`src/sv/tkh_pkg.sv`:
```
// Package for the top-K min-heap selector: beat payload types, the heap entry
// type and the fixed constants of the block.
// No dependencies; used by tkh_ram's parent, top_k_min_heap_selector_unit.
`default_nettype none

package tkh_pkg;

    // Fixed field widths.
    localparam int SCORE_W = 32;
    localparam int INDEX_W = 32;
    localparam int RANK_W  = 6;

    // Mode codes of an input beat.
    localparam logic MODE_INSERT = 1'b0;
    localparam logic MODE_DRAIN  = 1'b1;

    // Reset contents of the heap and of the empty-index register.
    localparam logic [SCORE_W-1:0] SCORE_EMPTY       = 32'h0000_0000;
    localparam logic [INDEX_W-1:0] EMPTY_INDEX_RESET = 32'hFFFF_FFFF;

    // Input beat: insert a pair or drain the heap.
    typedef struct packed {
        logic               mode;
        logic [SCORE_W-1:0] score;
        logic [INDEX_W-1:0] index;
    } t_in_item;

    // Output beat: one heap entry per beat during a drain.
    typedef struct packed {
        logic [RANK_W-1:0]  rank;
        logic [INDEX_W-1:0] result_index;
        logic [SCORE_W-1:0] result_score;
        logic               last;
    } t_out_item;

    // One heap entry as stored in the heap memory.
    typedef struct packed {
        logic [SCORE_W-1:0] score;
        logic [INDEX_W-1:0] index;
    } t_entry;

endpackage

`default_nettype wire

```
`src/sv/tkh_ram.sv`:
```
// Generic single-write, single-read RAM with a registered read port.
// No dependencies; holds the heap entries of the top-K selector.
`default_nettype none

module tkh_ram #(
    parameter int WIDTH = 64,
    parameter int DEPTH = 16
) (
    input  wire logic                                       i_clk,
    input  wire logic                                       i_we,
    input  wire logic [(DEPTH > 1 ? $clog2(DEPTH) : 1)-1:0] i_waddr,
    input  wire logic [WIDTH-1:0]                           i_wdata,
    input  wire logic                                       i_re,
    input  wire logic [(DEPTH > 1 ? $clog2(DEPTH) : 1)-1:0] i_raddr,
    output logic      [WIDTH-1:0]                           o_rdata
);

    logic [WIDTH-1:0] r_mem [DEPTH];
    logic [WIDTH-1:0] r_rdata;

    // Write port.
    always_ff @(posedge i_clk) begin
        if (i_we) begin
            r_mem[i_waddr] <= i_wdata;
        end
    end

    // Registered read port; the data holds while no read is issued.
    always_ff @(posedge i_clk) begin
        if (i_re) begin
            r_rdata <= r_mem[i_raddr];
        end
    end

    assign o_rdata = r_rdata;

endmodule

`default_nettype wire

```
`src/sv/top_k_min_heap_selector_unit.sv`:
```
// Top level of the top-K selector: a min-heap in a RAM walked by a small sequencer.
// Depends on tkh_pkg (types, constants) and tkh_ram (heap storage).
//
// Usage:
// The input channel (i_in_valid, o_in_stall, i_in_data) carries one beat per
// item. An insert beat offers a (score, index) pair; it enters the heap only
// when its score is greater than the smallest kept score, then sifts down.
// A drain beat emits all TOP_COUNT entries on the output channel (o_out_valid,
// i_out_stall, o_out_data), smallest first, with ranks TOP_COUNT-1 down to 0
// and last set on rank 0, and then empties the heap.
// The block works on one item at a time and holds o_in_stall high meanwhile.
// Each sift level uses the single RAM read port to read the left child, then
// the right child, and then compares and writes.
// A one-deep output register holds a finished beat; while it is full and
// i_out_stall is high the drain waits before loading the next one.
// The configuration channel (i_cfg_valid, o_cfg_ready, i_cfg_data) sets the
// index reported for unused entries; it takes effect at the next heap clear.
// Reset is synchronous and active low; it empties the heap at once through
// per-entry valid bits, so no clearing pass is needed.
`default_nettype none

module top_k_min_heap_selector_unit #(
    parameter int TOP_COUNT = 16
) (
    input  wire logic                  i_clk,
    input  wire logic                  i_rst_n,
    // Input channel.
    input  wire logic                  i_in_valid,
    output logic                       o_in_stall,
    input  wire tkh_pkg::t_in_item     i_in_data,
    // Output channel.
    output logic                       o_out_valid,
    input  wire logic                  i_out_stall,
    output tkh_pkg::t_out_item         o_out_data,
    // Configuration channel.
    input  wire logic                  i_cfg_valid,
    output logic                       o_cfg_ready,
    input  wire logic [tkh_pkg::INDEX_W-1:0] i_cfg_data
);

    // Address width of the heap and width of counters that can hold TOP_COUNT.
    localparam int AW = (TOP_COUNT > 1) ? $clog2(TOP_COUNT) : 1;
    localparam int CW = $clog2(TOP_COUNT + 1);
    localparam int EW = $bits(tkh_pkg::t_entry);

    // Sequencer state codes.
    localparam logic [2:0] S_IDLE = 3'd0;
    localparam logic [2:0] S_RD0  = 3'd1;
    localparam logic [2:0] S_ROOT = 3'd2;
    localparam logic [2:0] S_LAST = 3'd3;
    localparam logic [2:0] S_SIFT = 3'd4;
    localparam logic [2:0] S_RDR  = 3'd5;
    localparam logic [2:0] S_CMP  = 3'd6;

    // Registers and their next values.
    logic [2:0]                     r_state, n_state;
    tkh_pkg::t_in_item              r_item, n_item;
    tkh_pkg::t_entry                r_x, n_x;
    tkh_pkg::t_entry                r_l, n_l;
    logic [AW-1:0]                  r_pos, n_pos;
    logic [CW-1:0]                  r_live, n_live;
    logic [CW-1:0]                  r_rem, n_rem;
    logic                           r_has_r, n_has_r;
    logic                           r_out_vld, n_out_vld;
    tkh_pkg::t_out_item             r_out, n_out;
    logic [TOP_COUNT-1:0]           r_vld;
    logic                           r_rd_vld;
    logic [tkh_pkg::INDEX_W-1:0]    r_empty_index;
    logic [tkh_pkg::INDEX_W-1:0]    r_clr_index, n_clr_index;

    // RAM interface and sequencer helpers.
    logic                           ram_we, ram_re;
    logic [AW-1:0]                  ram_waddr, ram_raddr;
    tkh_pkg::t_entry                ram_wdata;
    logic [EW-1:0]                  ram_rdata;
    tkh_pkg::t_entry                q_raw, q_eff;
    logic                           in_acc, out_free, vld_clear, sift_done;
    logic [CW:0]                    lc_w, rc_w, live_w;
    logic                           pick_r;
    tkh_pkg::t_entry                child;
    logic [AW-1:0]                  child_addr;

    tkh_ram #(
        .WIDTH (EW),
        .DEPTH (TOP_COUNT)
    ) u_heap_ram (
        .i_clk   (i_clk),
        .i_we    (ram_we),
        .i_waddr (ram_waddr),
        .i_wdata (ram_wdata),
        .i_re    (ram_re),
        .i_raddr (ram_raddr),
        .o_rdata (ram_rdata)
    );

    // An entry never written since the last clear reads as the cleared value.
    assign q_raw = ram_rdata;
    always_comb begin
        if (r_rd_vld) begin
            q_eff = q_raw;
        end else begin
            q_eff.score = tkh_pkg::SCORE_EMPTY;
            q_eff.index = r_clr_index;
        end
    end

    // Handshakes.
    assign o_in_stall  = (r_state != S_IDLE);
    assign in_acc      = i_in_valid && (r_state == S_IDLE);
    assign out_free    = !r_out_vld || !i_out_stall;
    assign o_out_valid = r_out_vld;
    assign o_out_data  = r_out;
    assign o_cfg_ready = 1'b1;

    // Child positions of the current sift position and the live bound.
    assign lc_w   = {CW'(r_pos), 1'b1};
    assign rc_w   = lc_w + (CW + 1)'(1);
    assign live_w = {1'b0, r_live};

    // Smaller child, left one on a tie.
    assign pick_r     = r_has_r && (q_eff.score < r_l.score);
    assign child      = pick_r ? q_eff : r_l;
    assign child_addr = pick_r ? rc_w[AW-1:0] : lc_w[AW-1:0];

    // Sequencer.
    always_comb begin
        n_state     = r_state;
        n_item      = r_item;
        n_x         = r_x;
        n_l         = r_l;
        n_pos       = r_pos;
        n_live      = r_live;
        n_rem       = r_rem;
        n_has_r     = r_has_r;
        n_out_vld   = r_out_vld && i_out_stall;
        n_out       = r_out;
        n_clr_index = r_clr_index;
        ram_we      = 1'b0;
        ram_waddr   = r_pos;
        ram_wdata   = r_x;
        ram_re      = 1'b0;
        ram_raddr   = '0;
        vld_clear   = 1'b0;
        sift_done   = 1'b0;

        case (r_state)
            S_IDLE: begin
                if (in_acc) begin
                    n_item  = i_in_data;
                    n_rem   = CW'(TOP_COUNT - 1);
                    ram_re  = 1'b1;
                    n_state = S_ROOT;
                end
            end
            S_RD0: begin
                ram_re  = 1'b1;
                n_state = S_ROOT;
            end
            S_ROOT: begin
                if (r_item.mode == tkh_pkg::MODE_INSERT) begin
                    // Insert only when the new score beats the smallest kept one.
                    if (r_item.score <= q_eff.score) begin
                        n_state = S_IDLE;
                    end else begin
                        n_x.score = r_item.score;
                        n_x.index = r_item.index;
                        n_pos     = '0;
                        n_live    = CW'(TOP_COUNT);
                        n_state   = S_SIFT;
                    end
                end else if (out_free) begin
                    // Emit the root, then refill it from the last live entry.
                    n_out_vld          = 1'b1;
                    n_out.rank         = tkh_pkg::RANK_W'(r_rem);
                    n_out.result_index = q_eff.index;
                    n_out.result_score = q_eff.score;
                    n_out.last         = (r_rem == '0);
                    if (r_rem == '0) begin
                        vld_clear   = 1'b1;
                        n_clr_index = r_empty_index;
                        n_state     = S_IDLE;
                    end else begin
                        ram_re    = 1'b1;
                        ram_raddr = r_rem[AW-1:0];
                        n_state   = S_LAST;
                    end
                end
            end
            S_LAST: begin
                n_x     = q_eff;
                n_pos   = '0;
                n_live  = r_rem;
                n_state = S_SIFT;
            end
            S_SIFT: begin
                // Read the left child, or settle here when there is none.
                if (lc_w < live_w) begin
                    ram_re    = 1'b1;
                    ram_raddr = lc_w[AW-1:0];
                    n_state   = S_RDR;
                end else begin
                    ram_we    = 1'b1;
                    sift_done = 1'b1;
                end
            end
            S_RDR: begin
                n_l     = q_eff;
                n_has_r = (rc_w < live_w);
                if (rc_w < live_w) begin
                    ram_re    = 1'b1;
                    ram_raddr = rc_w[AW-1:0];
                end
                n_state = S_CMP;
            end
            S_CMP: begin
                // Swap down only when the smaller child is strictly smaller.
                ram_we = 1'b1;
                if (child.score < r_x.score) begin
                    ram_wdata = child;
                    n_pos     = child_addr;
                    n_state   = S_SIFT;
                end else begin
                    sift_done = 1'b1;
                end
            end
            default: begin
                n_state = S_IDLE;
            end
        endcase

        // End of a sift: an insert is finished, a drain goes on with the next root.
        if (sift_done) begin
            if (r_item.mode == tkh_pkg::MODE_DRAIN) begin
                n_rem   = r_rem - CW'(1);
                n_state = S_RD0;
            end else begin
                n_state = S_IDLE;
            end
        end
    end

    // Control registers.
    always_ff @(posedge i_clk) begin
        if (!i_rst_n) begin
            r_state       <= S_IDLE;
            r_out_vld     <= 1'b0;
            r_vld         <= '0;
            r_rd_vld      <= 1'b0;
            r_empty_index <= tkh_pkg::EMPTY_INDEX_RESET;
            r_clr_index   <= tkh_pkg::EMPTY_INDEX_RESET;
        end else begin
            r_state     <= n_state;
            r_out_vld   <= n_out_vld;
            r_clr_index <= n_clr_index;
            if (i_cfg_valid && o_cfg_ready) begin
                r_empty_index <= i_cfg_data;
            end
            if (vld_clear) begin
                r_vld <= '0;
            end else if (ram_we) begin
                r_vld[ram_waddr] <= 1'b1;
            end
            if (ram_re) begin
                r_rd_vld <= r_vld[ram_raddr];
            end
        end
    end

    // Payload registers.
    always_ff @(posedge i_clk) begin
        r_item  <= n_item;
        r_x     <= n_x;
        r_l     <= n_l;
        r_pos   <= n_pos;
        r_live  <= n_live;
        r_rem   <= n_rem;
        r_has_r <= n_has_r;
        r_out   <= n_out;
    end

    // The last beat of a drain always carries rank zero.
    assert property (@(posedge i_clk) disable iff (!i_rst_n)
        (o_out_valid && o_out_data.last) |-> (o_out_data.rank == '0))
        else $error("last beat with nonzero rank");

    // The heap is never read and written at the same address in one cycle.
    assert property (@(posedge i_clk) disable iff (!i_rst_n)
        (ram_we && ram_re) |-> (ram_waddr != ram_raddr))
        else $error("heap read and write collide");

    // The heap is only written while an item is in work.
    assert property (@(posedge i_clk) disable iff (!i_rst_n)
        ram_we |-> (r_state == S_SIFT || r_state == S_CMP))
        else $error("heap write outside a sift");

    // A drain loads a new beat only when the output register is free.
    assert property (@(posedge i_clk) disable iff (!i_rst_n)
        (r_out_vld && i_out_stall) |=> (r_out_vld && $stable(r_out)))
        else $error("output beat overwritten while stalled");

endmodule

`default_nettype wire

```
`config.mk`:
```
export PLATFORM = sky130hd
export DESIGN_NAME = top_k_min_heap_selector_unit
export DESIGN_NICKNAME = d
export VERILOG_FILES = /design/src/sv/tkh_pkg.sv /design/src/sv/tkh_ram.sv /design/src/sv/top_k_min_heap_selector_unit.sv
export SDC_FILE = /design/constraint.sdc
export NUM_CORES = 2
export LEC_CHECK = 0
export BUFFER_PORTS_ARGS = -buffer_cell sky130_fd_sc_hd__buf_2
export CAP_MARGIN = 25
export CORE_MARGIN = 2
export CORE_UTILIZATION = 48
export CTS_BUF_LIST = sky130_fd_sc_hd__clkbuf_8 sky130_fd_sc_hd__clkbuf_16
export DETAILED_ROUTE_END_ITERATION = 16
export PLACE_DENSITY = 0.64
export SETUP_SLACK_MARGIN = 0.2
export SKIP_CTS_REPAIR_TIMING = 1
export SLEW_MARGIN = 20
export SYNTH_ARGS = -nofsm -noshare
export SYNTH_HDL_FRONTEND = slang
export SYNTH_HIERARCHICAL = 1
export SYNTH_SLANG_ARGS = --single-unit
```
`constraint.sdc`:
```
create_clock -name i_clk -period 9.75 [get_ports i_clk]
set_clock_uncertainty 0.15 [all_clocks]
set_input_delay 0.975 -clock i_clk [delete_from_list [all_inputs] [get_ports i_clk]]
set_output_delay 0.975 -clock i_clk [all_outputs]
set_load 0.05 [all_outputs]
```
# --- After elaboration in Yosys (flattened, before gate mapping) ---
# Memories as Yosys holds them, arrays and structs flattened. A register that Yosys moved wholly into a read port is not among the register bits.
# Index checks and enable logic that the tools add are counted.
word_totals:
  register_bits: 363
  ram_bits: 1024
  input_bits: 102
  out_inout_bits: 74
  elab_cells: 125
  mem_count: 1
op_classes:
  n_addsub: 2
  order_cmp: 8
  n_eq_ne: 13
  n_mux: 59
  bitwise: 2
  reduce_logical: 19
mem_list:
  columns: ["memory", "words", "width", "rd", "rd_ports_with_merged_regs", "write_ports", "line", "rtl"]
  rows:
  - ["u_heap_ram.r_mem", 16, 64, 1, 1, 1, "tkh_ram.sv:18", "logic [WIDTH-1:0] r_mem [DEPTH];"]
ops:
  columns: ["cell", "n"]
  rows:
  - ["$mux W64", 6]
  - ["$pmux W64 S2", 1]
  - ["$lt A32 B32 Y1", 2]
  - ["$mux W4", 9]
  - ["$le A32 B32 Y1", 1]
  - ["$mux W5", 6]
  - ["$pmux W4 S3", 2]
  - ["$mux W3", 7]
  - ["$pmux W3 S7", 1]
  - ["$mux W1", 20]
  - ["$or A16 B16 Y16", 1]
  - ["$reduce_and A4 Y1", 3]
  - ["$lt A4 B5 Y1 const B", 2]
  - ["$pmux W5 S2", 1]
  - ["$eq A3 B3 Y1 const B", 3]
  - ["$ne A3 B3 Y1 const B", 3]
  - ["$add A5 B1 Y6 const B", 1]
  - ["$eq A3 B2 Y1 const B", 2]
  - ["$lt A6 B5 Y1", 1]
  - ["$ne A2 B2 Y1 const B", 3]
  - ["$reduce_and A3 Y1", 2]
  - ["$reduce_bool A3 Y1", 2]
  - ["$logic_not A5 Y1", 1]
  - ["$lt A5 B5 Y1", 1]
  - ["other kinds (17)", 22]

# --- Logic depth before layout (Yosys ltp) ---
logic_depth:
  word_depth: 9
  depth_mapped: 26
  depth_no_buf: 21

# --- Modules after synthesis ---
# Netlist, hierarchy kept.
modules_own_cells:
  columns: ["module", "instances", "cells_each", "area_per_inst_um2", "seq_area_each_um2"]
  rows:
  - ["tkh_ram", 1, 1647, 40222.3, 32671.3]
  - ["top_k_min_heap_selector_unit", 1, 1544, 17384.2, 9999.6]

# --- Worst setup path before layout ---
# Ideal clock, no wire load.
synth_path:
  path_kind: "reg-to-reg"
  from: "reg r_pos[1]"
  to: "reg r_rd_vld"
  t_arrival_ns: 7.141
  t_required_ns: 9.437
  setup_slack_ns: 2.297
  path_stages_with_launch: 13
  path_buffers: 1
  period_less_slack_ns: 7.453
  path_cell_list: "edfxtp_1 ha_1 clkbuf_1 xor2_1 ha_1 a21o_1 o21ai_0 nand2_1 nand2_1 a2bb2oi_1 o21ai_0 nand2_1 o32ai_1"
synth_lines:
  columns: ["item", "line", "rtl"]
  rows:
  - ["from (decl)", "top_k_min_heap_selector_unit.sv:60", "logic [AW-1:0] r_pos, n_pos;"]
  - ["from (signal assigned)", "top_k_min_heap_selector_unit.sv:274", "r_pos <= n_pos;"]
  - ["$add A5 B1 Y6", "top_k_min_heap_selector_unit.sv:117", "assign rc_w = lc_w + (CW + 1)'(1);"]
  - ["$lt A6 B5 Y1", "top_k_min_heap_selector_unit.sv:209", "if (rc_w < live_w) begin"]
  - ["$mux W1", "top_k_min_heap_selector_unit.sv:209", null]
  - ["$pmux W1 S5 (*)", "top_k_min_heap_selector_unit.sv:146", "case (r_state)"]
  - ["named net ram_re", "top_k_min_heap_selector_unit.sv:72", "logic ram_we, ram_re;"]
  - ["to (signal assigned)", "top_k_min_heap_selector_unit.sv:264", "r_rd_vld <= r_vld[ram_raddr];"]
  - ["to (decl)", "top_k_min_heap_selector_unit.sv:67", "logic r_rd_vld;"]
# Mark *: on every way through the listed nets, which the timed path passes. The rest lies on a longest branch. The select of a mux whose other input is x is not followed.
# A chain may end at the register's enable or synchronous reset.

==> metrics.csv <==
metric,value,unit
status,"complete, no violations",
muxShareOfSynthArea,12.8,%
final_cell_area,65400,µm²
die_h,350,µm
power.density,220,nW/µm²
clock_sinks,1451,
drt-pass1-iter-count,6,
drive_gt1_share,23.0,%
async_flop_share,0,%
hold_path_class,in -> reg,
hold_viol,0,
die_x,350,µm
p_leak,22.4,nW
ys_ff_latch,1451,
synthDistinctLibCells,70,
rows,127,
synthXorXnorAreaFrac,0.106,%
maxCapViolCount,0,
clock.fmax,127,MHz
power,14.4,mW
first_iter_violations,3703,
clk_pin_slew,0.06,ns
min_period,7.89,ns
place_ws,2.08,ns
vias,30606,
critPathSlowestCell,dfxtp_4,
netlist_area,57600,µm²
yosys_most_used_dff,edfxtp_1,
final.period_utilization,80.9,%
vdd_drop_max,0.174,mV
synth_edf_count,1361,
avgSynthCellArea,18.1,µm²
initial_core_util,48.2,%
tightest_slew,1.13,ns
grt_start_max_net_pins,139,
relSlewSlack,24.8,%
worstSetupStartpointType,flip-flop,
synth_compound_area_share,4.45,%
ctsRootBufferMaster,clkbuf_16,
end_kind,flip-flop,
ant_nets,0,
via_per_inst,5.94,
post-route-util,54.7,%
setup_viol_count_final,0,
path_class,reg -> reg,
nNetsFinal,3630,
clock_path_buffers,3,
slowest_delay,0.93,ns
fin_tns_setup,0,ns
core_area,119000,µm²
worstPathMaxFanout,62,
dp_hpwl,80100,µm
crit_arrival,8.20,ns
syn_inst,3191,
synth_top_family_by_area,multiplexers,
grt_pass1_vias,30083,
cp.required,10.06,ns
grt_pass1_wl,209000,µm
ios,176,
grt_use_total,23.7,%
syn-num-nets,3396,
numCtsBuffers,149,
yosys.area_share.adder,2.27,%
place_area,60500,µm²
antenna-diode-count,0,
htreeDepth,4,
cts_tree,done,
area_growth,13.5,%
die-area,123000,µm²
yosys_warnings,6,
grt_antenna_before_repair,7,
post-route-drc-count,0,
cp_top_family,compound AO/OA/AOI/OAI gates,
gp_congestion,0.842,
wl,145000,µm
seq_area_frac_synth,74.1,%
port_buffers,173,
crit_buf_inv,3,
slew_viol_final,0,
rsz0062_at_grt,false,
worst_slack,1.86,ns
cp_cell_sequence,nand2_1 -> inv_1 -> ha_1 -> and3_1 -> a221oi_1 -> o21ai_0 -> o21a_1 -> or2_4 -> buf_4 -> o21ai_0 -> ha_1 -> a21o_1 -> a21o_1 -> a2111oi_2 -> o21ai_1 -> a211oi_2 -> o2111ai_4 -> buf_12 -> mux2_2,
post_drt_wl_per_cell,28.2,µm
grt_overflow_total,0,
worstSkewPairLatency,0.75,ns
synth-simple-area-share,3.96,%
-- synthesized netlist by cell type, types with 3 or more instances --
library cell	n	area share [%]
o211a_1	3	0.052
inv_1	143	0.93
dfxtp_1	90	3.1
buf_8	4	0.10
xnor2_1	6	0.091
nor2b_1	9	0.098
and2_1	5	0.054
clkbuf_1	83	0.54
or2_2	4	0.043
a211oi_1	5	0.065
o21ai_0	140	1.2
nor3b_1	4	0.052
o21a_1	7	0.091
a31oi_1	8	0.087
o211ai_1	5	0.065
nand2_1	361	2.4
nor3_1	12	0.10
nand3b_1	6	0.078
edfxtp_1	1361	71
buf_4	9	0.12
nand3_1	45	0.39
nor2_1	61	0.40
mux2_4	49	1.3
a21o_1	19	0.25
and3_1	6	0.065
buf_1	20	0.13
mux2i_1	69	1.2
ha_1	103	2.2
nand2_2	3	0.033
mux4_2	256	10
mux2_2	16	0.31
buf_6	15	0.29
a21oi_1	47	0.41
a22oi_1	129	1.7
o21ai_1	4	0.035
o2111ai_1	4	0.061
nand4_1	14	0.15
buf_2	23	0.20
-- report_power, final --
part | internal (mW) | switching [mW]
clock | 3.24 | 2.38
sequential | 7.12 | 0.120
combinational | 0.584 | 0.928
-- placed cells by master, fill, tap and decap left out, types with 54 or more instances in the layout --
cell       instances
dfxtp_1           89
nand2_1          360
clkbuf_16        150
inv_1            174
mux2i_1           69
mux4_2           256
ha_1             103
buf_4             54
a22oi_1          129
o21ai_0          139
buf_2            173
edfxtp_1        1361
-- flip-flops by register name, indices dropped and copies added (netlist names) --
register and flops:
r_has_r 1, r_x 64, r_empty_index 32, r_item 65, r_pos 4, r_vld 16
r_l 64, r_state 3, r_live 5, r_rem 5, o_out_data 70, o_out_valid 1
r_clr_index 32, u_heap_ram/o_rdata 64, u_heap_ram/r_mem 1024, r_rd_vld 1
-- metrics by stage --
step | std cells | hold WS [ns]
CTS | 5153 | 0.189
finish | 5154 | 0.242
floorplan | 3191 | 0.286
global route | 5154 | 0.208
detailed placement | 4885 | 0.306
global placement | 4879 | 0.299
-- worst reg2reg max path, cell delays in order (launching register included) --
cell,delay [ns]
dfxtp_4,0.93
nand2_1,0.32
inv_1,0.20
ha_1,0.16
and3_1,0.18
a221oi_1,0.08
o21ai_0,0.62
o21a_1,0.27
or2_4,0.36
buf_4,0.63
o21ai_0,0.31
ha_1,0.34
a21o_1,0.15
a21o_1,0.17
a2111oi_2,0.40
o21ai_1,0.19
a211oi_2,0.50
o2111ai_4,0.58
buf_12,0.49
mux2_2,0.55
-- final timing paths --
path                        start                        to  slack [ns]  depth (start not counted)
hold reg to reg   r_clr_index[13]           r_clr_index[13]        0.32                          2
hold / removal      i_in_data[21]                r_item[21]        0.24                          1
setup / recovery         r_rd_vld  u_heap_ram/r_mem[15][11]        1.86                         19
setup reg to reg         r_rd_vld  u_heap_ram/r_mem[15][11]        1.86                         19
-- area by class of cell --
type	count	area, µm²
Multi-Input combinational cell	1442	13800
Sequential cell	1451	42700
Clock buffer	160	3890
Fill cell	9332	54100
Tap cell	1612	2020
Inverter	144	549
Timing Repair Buffer	237	1490
Clock inverter	108	970
-- cell families after synthesis --
family	after synthesis
simple gates	541
buf+inv	298
compound gates	397
flops	1451
fa+ha+maj	105
other cells	2
xor+xnor	7
mux	390
-- per-layer routing --
metal / up-vias / wire [µm] / GRT usage [%]
li1: 13017 / - / -
met1: 16095 / 62700 / 35.4
met2: 1328 / 68200 / 36.9
met4: 0 / 2580 / 5.81
met3: 166 / 12100 / 3.77
met5: - / 0 / 0
(Power assumes the default switching activity.)
